$ cat src/sv/hcb_pkg.sv
// hcb_pkg: shared types, register codes and mod-26 helpers for the hill cipher block
// no dependencies; imported by hcb_mvmul, hill_cipher_block, hcb_port_props, hcb_checker and tb_top

package hcb_pkg;

	localparam int unsigned MAX_DIM     = 3;
	localparam int unsigned LETTER_W    = 5;
	localparam int unsigned KEY_W       = 45;
	localparam int unsigned CFG_IDX_W   = 2;
	localparam int unsigned PIPE_DEPTH  = 6;

	localparam logic [CFG_IDX_W-1:0] REG_KEY = 2'd0;
	localparam logic [CFG_IDX_W-1:0] REG_DIM = 2'd1;
	localparam logic [CFG_IDX_W-1:0] REG_DIR = 2'd2;

	localparam logic [1:0] DIM_RESET   = 2'd2;
	localparam logic [1:0] DIM_THREE   = 2'd3;
	localparam logic       DIR_ENCRYPT = 1'b0;
	localparam logic       DIR_DECRYPT = 1'b1;

	typedef logic [LETTER_W-1:0] letter_t;
	typedef logic [8:0][LETTER_W-1:0] mat_t;
	typedef logic [2:0][LETTER_W-1:0] vec_t;
	typedef logic [11:0] wide_t;

	typedef struct packed {
		logic valid;
		logic key_invalid;
	} ctl_t;

	// reduce a 5-bit value into 0..25
	function automatic letter_t red26(input logic [LETTER_W-1:0] x);
		letter_t r;
		r = (x >= 5'd26) ? 5'(x - 5'd26) : x;
		return r;
	endfunction

	// additive inverse mod 26 of a reduced letter
	function automatic letter_t neg26(input letter_t x);
		letter_t r;
		r = (x == 5'd0) ? 5'd0 : 5'(5'd26 - x);
		return r;
	endfunction

	function automatic logic [9:0] mul5(input letter_t a, input letter_t b);
		logic [9:0] p;
		p = 10'(a) * 10'(b);
		return p;
	endfunction

	// x mod 26 for x below 4096: reciprocal estimate, then one correction
	function automatic letter_t mod26(input wide_t x);
		logic [20:0] p;
		logic [7:0]  q;
		wide_t       r;
		letter_t     m;
		p = 21'(x) * 21'd315;
		q = p[20:13];
		r = x - 12'(12'(q) * 12'd26);
		m = (r >= 12'd26) ? 5'(r - 12'd26) : 5'(r);
		return m;
	endfunction

	// multiplicative inverse mod 26, zero when there is none
	function automatic letter_t inv26(input letter_t d);
		letter_t r;
		case (d)
			5'd1:    r = 5'd1;
			5'd3:    r = 5'd9;
			5'd5:    r = 5'd21;
			5'd7:    r = 5'd15;
			5'd9:    r = 5'd3;
			5'd11:   r = 5'd19;
			5'd15:   r = 5'd7;
			5'd17:   r = 5'd23;
			5'd19:   r = 5'd11;
			5'd21:   r = 5'd5;
			5'd23:   r = 5'd17;
			5'd25:   r = 5'd25;
			default: r = 5'd0;
		endcase
		return r;
	endfunction

endpackage

$ cat src/sv/hcb_mvmul.sv
// hcb_mvmul: last pipeline stage, matrix times letter vector mod 26 into the output registers
// depends on hcb_pkg

module hcb_mvmul import hcb_pkg::*; (
	input  logic    clk,
	input  logic    arst_n,
	input  ctl_t    ctl_in,
	input  mat_t    mat_in,
	input  vec_t    vec_in,
	output logic    done,
	output letter_t result_a,
	output letter_t result_b,
	output letter_t result_c,
	output logic    key_invalid
);

	vec_t row_r;
	logic valid_s6;
	vec_t res_s6;
	logic invalid_s6;

	always_comb begin
		for (int i = 0; i < 3; i++) begin
			row_r[i] = mod26(12'(mul5(mat_in[3*i], vec_in[0]))
				+ 12'(mul5(mat_in[3*i+1], vec_in[1]))
				+ 12'(mul5(mat_in[3*i+2], vec_in[2])));
		end
	end

	always_ff @(posedge clk or negedge arst_n) begin
		if (!arst_n) begin
			valid_s6 <= 1'b0;
		end else begin
			valid_s6 <= ctl_in.valid;
		end
	end

	always_ff @(posedge clk) begin
		res_s6     <= row_r;
		invalid_s6 <= ctl_in.key_invalid;
	end

	assign done        = valid_s6;
	assign result_a    = res_s6[0];
	assign result_b    = res_s6[1];
	assign result_c    = res_s6[2];
	assign key_invalid = invalid_s6;

endmodule

$ cat src/sv/hill_cipher_block.sv
// hill_cipher_block: hill cipher mod 26 with a 2x2 or 3x3 key, six-stage pipeline
// depends on hcb_pkg and hcb_mvmul
//
// channel   direction  handshake              payload
// request   in         start && !busy         letter_a, letter_b, letter_c
// result    out        done (one cycle)       result_a, result_b, result_c, key_invalid
// config    in         cfg_write              cfg_index, cfg_data
//
// one request per clock; each result reaches done through the six register stages: reduce,
// cofactors, determinant, inverse, scaled matrix, matrix-vector product;
// busy stays low
// reset clears the valid bits and sets key 0, dimension 2, encrypt
// results are a one-cycle strobe and cannot be held off

module hill_cipher_block import hcb_pkg::*; (
	input  logic                 clk,
	input  logic                 arst_n,
	input  logic                 start,
	output logic                 busy,
	input  letter_t              letter_a,
	input  letter_t              letter_b,
	input  letter_t              letter_c,
	output logic                 done,
	output letter_t              result_a,
	output letter_t              result_b,
	output letter_t              result_c,
	output logic                 key_invalid,
	input  logic                 cfg_write,
	input  logic [CFG_IDX_W-1:0] cfg_index,
	input  logic [KEY_W-1:0]     cfg_data
);

	logic [KEY_W-1:0] key_q;
	logic [1:0]       dim_q;
	logic             dir_q;
	logic             n3;

	logic valid_s1, valid_s2, valid_s3, valid_s4, valid_s5;
	mat_t k_s1, k_s2, k_s3, k_s4;
	vec_t v_s1, v_s2, v_s3, v_s4, v_s5;
	mat_t c_s2;
	mat_t adj2_s2;
	letter_t det2_s2;
	mat_t adj_s3, adj_s4;
	letter_t det_s3;
	letter_t inv_s4;
	logic invalid_s4, invalid_s5;
	mat_t m_s5;

	mat_t cof_r;
	letter_t inv_r;
	mat_t m_r;
	ctl_t ctl_s5;

	assign busy = 1'b0;
	assign n3   = (dim_q == DIM_THREE) && (MAX_DIM >= 3);

	// configuration registers
	always_ff @(posedge clk or negedge arst_n) begin
		if (!arst_n) begin
			key_q <= '0;
			dim_q <= DIM_RESET;
			dir_q <= DIR_ENCRYPT;
		end else if (cfg_write) begin
			case (cfg_index)
				REG_KEY: key_q <= cfg_data;
				REG_DIM: dim_q <= cfg_data[1:0];
				REG_DIR: dir_q <= cfg_data[0];
				default: ;
			endcase
		end
	end

	// valid bits
	always_ff @(posedge clk or negedge arst_n) begin
		if (!arst_n) begin
			valid_s1 <= 1'b0;
			valid_s2 <= 1'b0;
			valid_s3 <= 1'b0;
			valid_s4 <= 1'b0;
			valid_s5 <= 1'b0;
		end else begin
			valid_s1 <= start && !busy;
			valid_s2 <= valid_s1;
			valid_s3 <= valid_s2;
			valid_s4 <= valid_s3;
			valid_s5 <= valid_s4;
		end
	end

	// stage 1: reduce key entries and letters
	always_ff @(posedge clk) begin
		for (int e = 0; e < 9; e++) begin
			k_s1[e] <= red26(key_q[LETTER_W*e +: LETTER_W]);
		end
		v_s1[0] <= red26(letter_a);
		v_s1[1] <= red26(letter_b);
		v_s1[2] <= n3 ? red26(letter_c) : 5'd0;
	end

	// stage 2: cofactors of the 3x3 key, 2x2 adjugate and determinant
	for (genvar i = 0; i < 3; i++) begin : g_cof_row
		for (genvar j = 0; j < 3; j++) begin : g_cof_col
			localparam int unsigned PA = ((i + 1) % 3) * 3 + (j + 1) % 3;
			localparam int unsigned PB = ((i + 2) % 3) * 3 + (j + 2) % 3;
			localparam int unsigned PC = ((i + 1) % 3) * 3 + (j + 2) % 3;
			localparam int unsigned PD = ((i + 2) % 3) * 3 + (j + 1) % 3;
			assign cof_r[3*i+j] = mod26(12'd650 + 12'(mul5(k_s1[PA], k_s1[PB]))
				- 12'(mul5(k_s1[PC], k_s1[PD])));
		end
	end

	always_ff @(posedge clk) begin
		k_s2    <= k_s1;
		v_s2    <= v_s1;
		c_s2    <= cof_r;
		det2_s2 <= mod26(12'd650 + 12'(mul5(k_s1[0], k_s1[4]))
			- 12'(mul5(k_s1[1], k_s1[3])));
		adj2_s2 <= {5'd0, 5'd0, 5'd0, 5'd0, k_s1[0], neg26(k_s1[3]), 5'd0,
			neg26(k_s1[1]), k_s1[4]};
	end

	// stage 3: 3x3 determinant, adjugate selection
	always_ff @(posedge clk) begin
		k_s3 <= k_s2;
		v_s3 <= v_s2;
		if (n3) begin
			det_s3 <= mod26(12'(mul5(k_s2[0], c_s2[0])) + 12'(mul5(k_s2[1], c_s2[1]))
				+ 12'(mul5(k_s2[2], c_s2[2])));
			for (int i = 0; i < 3; i++) begin
				for (int j = 0; j < 3; j++) begin
					adj_s3[3*i+j] <= c_s2[3*j+i];
				end
			end
		end else begin
			det_s3 <= det2_s2;
			adj_s3 <= adj2_s2;
		end
	end

	// stage 4: inverse of the determinant
	assign inv_r = inv26(det_s3);

	always_ff @(posedge clk) begin
		k_s4       <= k_s3;
		v_s4       <= v_s3;
		adj_s4     <= adj_s3;
		inv_s4     <= inv_r;
		invalid_s4 <= (dir_q == DIR_DECRYPT) && (inv_r == 5'd0);
	end

	// stage 5: effective matrix, key for encrypt, scaled adjugate for decrypt, zeros for a singular decrypt key
	always_comb begin
		for (int i = 0; i < 3; i++) begin
			for (int j = 0; j < 3; j++) begin
				if (dir_q == DIR_ENCRYPT) begin
					m_r[3*i+j] = (!n3 && (i == 2 || j == 2)) ? 5'd0 : k_s4[3*i+j];
				end else if (invalid_s4) begin
					m_r[3*i+j] = 5'd0;
				end else begin
					m_r[3*i+j] = mod26(12'(mul5(adj_s4[3*i+j], inv_s4)));
				end
			end
		end
	end

	always_ff @(posedge clk) begin
		m_s5       <= m_r;
		v_s5       <= v_s4;
		invalid_s5 <= invalid_s4;
	end

	assign ctl_s5.valid       = valid_s5;
	assign ctl_s5.key_invalid = invalid_s5;

	// stage 6: product and output registers
	hcb_mvmul u_mvmul (
		.clk         (clk),
		.arst_n      (arst_n),
		.ctl_in      (ctl_s5),
		.mat_in      (m_s5),
		.vec_in      (v_s5),
		.done        (done),
		.result_a    (result_a),
		.result_b    (result_b),
		.result_c    (result_c),
		.key_invalid (key_invalid)
	);

endmodule

$ cat config.mk
export PLATFORM = sky130hd
export DESIGN_NAME = hill_cipher_block
export DESIGN_NICKNAME = d
export VERILOG_FILES = /design/src/sv/hcb_pkg.sv /design/src/sv/hcb_mvmul.sv /design/src/sv/hill_cipher_block.sv
export SDC_FILE = /design/constraint.sdc
export NUM_CORES = 2
export LEC_CHECK = 0
export BUFFER_PORTS_ARGS = -buffer_cell sky130_fd_sc_hd__buf_4
export CAP_MARGIN = 20
export CELL_PAD_IN_SITES_DETAIL_PLACEMENT = 1
export CELL_PAD_IN_SITES_GLOBAL_PLACEMENT = 1
export CORE_AREA = 2 2 546 548
export DETAILED_ROUTE_END_ITERATION = 10
export DIE_AREA = 0 0 548 550
export PLACE_DENSITY = 0.62
export SLEW_MARGIN = 20
export SYNTH_ARGS = -nofsm -noshare
export SYNTH_HDL_FRONTEND = slang
export SYNTH_HIERARCHICAL = 1
export SYNTH_SLANG_ARGS = --single-unit
$ cat constraint.sdc
create_clock -name clk -period 22 [get_ports clk]
set_input_delay 2.2 -clock clk [delete_from_list [all_inputs] [get_ports clk]]
set_output_delay 2.2 -clock clk [all_outputs]
set_load 0.02 [all_outputs]
**Word-level counts from Yosys, hierarchy flattened**

Memories as Yosys holds them, arrays and structs flattened. A register that Yosys moved wholly into a read port is not among the register bits.
Cells that the tools add are included.

- Bits in registers: 522
- Bits in read-only memories: 160
- Input bits: 66
- Output and inout port bits: 18
- Word-level logic and storage cells: 377
- Memories: 1

- Add/subtract/negate cells: 84
- $mul: 83
- $lt $le $gt $ge: 34
- Equal/unequal tests: 3
- Muxes and demuxes: 59
- Reductions and logical operators: 8

Memories:

| name | depth | bits a word | read ports | clocked after memory_dff | write ports | RTL line | text |
|---|---|---|---|---|---|---|---|
| (no name shown) | 32 | 5 | 1 | 1 | 0 | hcb_pkg.sv:67 | `case (d)` |

Operators by type and width:

| kind | number |
|---|---|
| multiplier 5 x 5 -> 10 bit | 39 |
| two-way mux 5 bit | 58 |
| multiplier 12 x 9 -> 21 bit, second input constant | 13 |
| greater-or-equal comparator 12 x 5 -> 1 bit, second input constant | 22 |
| multiplier 10 x 9 -> 19 bit, second input constant | 9 |
| subtractor 5 bit, second input constant | 34 |
| subtractor 12 bit | 13 |
| multiplier 8 x 4 -> 11 bit, second input constant | 13 |
| subtractor 10 x 11 -> 12 bit | 9 |
| subtractor 11 x 10 -> 12 bit | 9 |
| adder 10 x 10 -> 11 bit, first input constant | 9 |
| multiplier 6 x 4 -> 10 bit, second input constant | 9 |
| greater-or-equal comparator 5 bit, second input constant | 12 |
| adder 10 x 10 -> 11 bit | 4 |
| adder 12 x 10 -> 12 bit | 3 |
| two-way mux 25 bit | 1 |
| logical NOT 5 bit | 3 |
| adder 11 x 10 -> 12 bit | 1 |
| subtractor 5 bit, first input constant | 2 |
| AND reduction 2 bit | 3 |
| == test 2 bit, second input constant | 2 |
| == test 2 x 1 -> 1 bit, second input constant | 1 |
| logical NOT 2 bit | 1 |
| logical AND 1 bit | 1 |

**Longest topological paths before layout**

- Word-level depth: 9
- Mapped depth: 58
- Depth with buffers taken out: 58

**Hierarchy**

Netlist, hierarchy kept.

By module, submodules not included:

| module | times used | cells an instance | area each (um^2) | sequential area each (um^2) |
|---|---|---|---|---|
| hill_cipher_block | 1 | 9581 | 89020.4 | 10476.3 |
| hcb_mvmul | 1 | 1920 | 17042.6 | 345.3 |

**Worst setup path before layout**

OpenSTA, ideal clock, no wires.

- Kind: register -> register
- Start: register k_s2[12] (netlist bit)
- End: register inv_r[4] (netlist name)
- Setup time: 0.119 ns
- Arrival: 12.730 ns
- Data required time: 21.881 ns
- Slack: 9.152 ns
- Stages on the path, launching flop included: 56
- Path buffers: 0
- Clock period less this slack: 12.848 ns
- Cells stage by stage: dfxtp_1 -> nand2_1 -> fa_1 -> inv_1 -> fa_1 -> inv_1 -> fa_1 -> inv_1 -> fa_1 -> fa_1 -> inv_1 -> fa_1 -> inv_1 -> ha_1 -> fa_1 -> a21o_1 -> a41oi_2 -> o21ai_2 -> [20 not listed] -> inv_1 -> fa_1 -> inv_1 -> ha_1 -> nand3_1 -> o2111ai_1 -> xnor2_1 -> ha_1 -> o21ai_0 -> nand3b_1 -> o211ai_1 -> a221o_1 -> a21oi_2 -> a41oi_1 -> o31a_1 -> nor2b_4 -> a22o_1 -> o221a_1

- Cells in the longest elaborated chain, start to end: 8
- Elaborated cells on any way between the ends: 9
- Classes of those cells: add/sub (3); mul (3); order compare (1); mux (2)

Ends and longest elaborated chain:

| element | RTL line | text |
|---|---|---|
| from (decl) | hill_cipher_block.sv:39 | `mat_t k_s1, k_s2, k_s3, k_s4;` |
| from (signal assigned) | hill_cipher_block.sv:114 | `k_s2 <= k_s1;` |
| multiplier 5 x 5 -> 10 bit (*) | hcb_pkg.sv:47 | `p = 10'(a) * 10'(b);` |
| adder 11 x 10 -> 12 bit (*) | hill_cipher_block.sv:129 | `+ 12'(mul5(k_s2[2], c_s2[2])));` |
| multiplier 12 x 9 -> 21 bit | hcb_pkg.sv:57 | `p = 21'(x) * 21'd315;` |
| multiplier 8 x 4 -> 11 bit | hcb_pkg.sv:59 | `r = x - 12'(12'(q) * 12'd26);` |
| subtractor 12 bit (*) | hcb_pkg.sv:59 |  |
| greater-or-equal comparator 12 x 5 -> 1 bit or subtractor 5 bit (tied branches) | hcb_pkg.sv:60 | `m = (r >= 12'd26) ? 5'(r - 12'd26) : 5'(r);` |
| two-way mux 5 bit (*) | hcb_pkg.sv:60 |  |
| two-way mux 5 bit (*) | hill_cipher_block.sv:127 | `if (n3) begin` |

Mark *: on every way between the ends. The rest lies on a longest branch, timed or not.
A chain may end at the register's enable or synchronous reset.

==> metrics <==
Startpoint Class=register; hold endpoint=k_s4[21]; Finished Layout Cells=15570; drt pass-1 iters=5; Cell variety after synth=102; Core Region=0.2955 mm2; Vias/cell=4.798; Die ar.=0.3014 mm2; Async SR Flop Fraction=0.1025; DP Cell Count=15440; CP max FO=15; Root Driver=clkbuf_16; hold path start=k_s3[21]; max-slew violation count=0; post-cts gate resize count=0; post-route cell area=0.1143 mm2; max cap viols=0; worst slew pin tran=1.086 ns; gr ovfl total=0; Synth Register Bits=527; r2r endpoint=u_mvmul/result_c[2]; hold buffer count at cts=0; WL/cell=17.35 um; Crit. End Element=register; Post-synth EDFFs=0; Peak Freq=70.99 MHz; port bufs=82; vias=74710; RSZ-0062 raised after global routing=no; CP dominant cell by count=fa_1; most common cell after layout, fill and taps aside=inv_1; setup bufs post-CTS=0; r2r setup slk=7.91 ns; Post-route DRC=0; global-route wire length before repair=449.7 mm; Max-Slew Margin vs Limit=0.2709; ANT nets after route=0; DRT iter0 DRCs=2167; GPL Wtd Cong=0.8478; Die Y=550 um; Final setup viols=0; R2R cell count=50; critical path's top delay family=adder cells; Hold WC Path Type=reg -> reg; R2R Path Start=v_s5[11]; WS Path Type=reg -> reg; Worst Path Required=22.61 ns; final period utilization=0.6403; antenna violations before repair=23; Crit-path slowest cell=dfxtp_1; yosys warns=6; Cells after Synth=11500; layout cells sized above 1=0.03474; worst hold path depth=0; Layout Skew=0.06258 ns; # clock sinks=527; latest clock arrival within the worst-skew pair=0.69 ns; most frequent cells in the layout=3035 x inv_1, 2236 x ha_1, 1486 x fa_1, 626 x and2_1, 626 x nand2_1; final wirelength=270.2 mm; Max clock buf depth=3; Storage cell area=0.01083 mm2; Buf+Inv Stages, Crit Path=7; syn_nets=15290; vias in the first global route=85340; # fillers=34160; Die X=548 um; status=finished, final reports clean; P&R area growth vs syn=7.729%; setup TNS=0 ns; Period minus WS final=14.09 ns; row count=200; GRT Util Overall=0.1847; footprint of the multi-input gates=0.08327 mm2; dpl cell area=0.1116 mm2; part of the Yosys area used for sequential elements=0.1020; Synth Flop Type=dfxtp_1; DP HPWL=232.8 mm; I/O pins=84; Nets=15360; initial core utilization=0.3589; CTS tree=yes; largest net degree at the start of global routing=59; slowest stage delay, CP=0.73 ns; CP Data Arrival Time=14.69 ns; count of final hold-check violations=0; Num CTS Buffers=70; Mapped Area=0.1061 mm2; syn avg cell area=9.222 um2; H-tree levels=3; Worst-path clk slew=0.06 ns
metal layers:
metal  GRT usage  wire length (um)  vias up  part of all wire
li1            -                 -    36050                 -
met1      0.2319            119300    37860              0.44
met2      0.3456            140200      586              0.52
met3     0.01076              4638      209             0.017
met4     0.03979              6022        4             0.022
met5           0                27        -           0.00010
registers in the layout, indices dropped and copies added, names as in the netlist, 20 cells and up:
signal and cells:
m_s5 45, adj2_s2 20, k_s4 45, c_s2 40, adj_s3 45, k_s3 45, key_q 45, k_s2 35
adj_s4 45, k_s1 45
cell families (layout without fill, tap and decap cells):
family                     count (synthesis)  after routing  share of synthesized area
xor gates and xnor gates                 614            614                    0.05149
other                                      1              6                 0.00003536
buffers and inverters                   3205           3332                     0.1136
DFF                                      527            527                     0.1020
and+or+nand+nor                         1888           1888                    0.09060
muxes                                     87             87                   0.008942
AOI/OAI and AO/OA                       1457           1457                    0.08903
adders and majority gates               3722           3722                     0.5443
Yosys cell counts (all sizes together) (12+ instances only):
cell type / n / area, um2
mux2i: 35 / 362.8
and2: 629 / 3938
inv: 3036 / 11400
o21ai: 260 / 1305
a21oi: 461 / 2318
nor3: 43 / 215.2
or3: 37 / 231.5
nor2b: 88 / 558.0
a31oi: 18 / 118.9
a2111oi: 15 / 131.4
a41o: 17 / 170.2
nor4: 12 / 75.07
dfxtp: 473 / 9469
a22o: 27 / 236.5
o21bai: 146 / 1096
fa: 1486 / 29750
mux2: 52 / 585.6
o31ai: 34 / 282.8
or2: 28 / 175.2
o21a: 73 / 548.0
nand2: 626 / 2350
xor2: 189 / 1655
o211ai: 24 / 180.2
clkbuf: 161 / 604.3
nor2: 265 / 994.7
nand2b: 35 / 219.0
ha: 2236 / 27980
a211oi: 15 / 125.1
nand3: 31 / 155.2
a21o: 207 / 1554
and3: 40 / 251.5
xnor2: 419 / 3670
a21boi: 60 / 454.2
dfrtp: 53 / 1326
per-stage QoR:
step	worst slack (ns)	hold slack, ns	utilization
final	7.913	0.3157	0.3866
after global routing	6.969	0.3273	0.3866
after CTS	7.812	0.3114	0.3864
after detailed placement	7.885	0.3132	0.3777
after global placement	8.083	0.3110	0.3776
after floorplan	9.152	0.3096	-
worst max path at each step:
stage / endpoint / start / slack [ns] / cells past startpoint
floorplan: inv_r[4] / k_s2[12] / 9.15 / 55
global placement: inv_r[4] / c_s2[11] / 8.08 / 53
detailed placement: u_mvmul/result_c[2] / v_s5[11] / 7.89 / 50
CTS: u_mvmul/result_c[2] / v_s5[11] / 7.81 / 50
global route: u_mvmul/result_c[2] / v_s5[13] / 6.97 / 50
finish: u_mvmul/result_c[2] / v_s5[11] / 7.91 / 50
layout make-up:
cell class	count	area share
Antenna cell	5	0.0001095
Timing Repair Buffer	167	0.01097
Tap cell	3939	0.04313
Inverter	3037	0.09977
Sequential cell	527	0.09478
Clock inverter	40	0.005322
Multi-Input combinational cell	7769	0.7287
Clock buffer	88	0.01718
worst reg2reg max path, delay by kind of cell (launching register included):
family	cells	cell delay, ns
adders and majority gates	15	6.59
muxes	1	0.20
and+or+nand+nor	6	1.07
DFF	1	0.73
buffers and inverters	7	0.39
AOI/OAI and AO/OA	15	2.97
xor gates and xnor gates	6	2.05
Power is left out: the tool's default activity adds up to more than one toggle a clock period on the data nets, which glitch-free logic cannot reach.
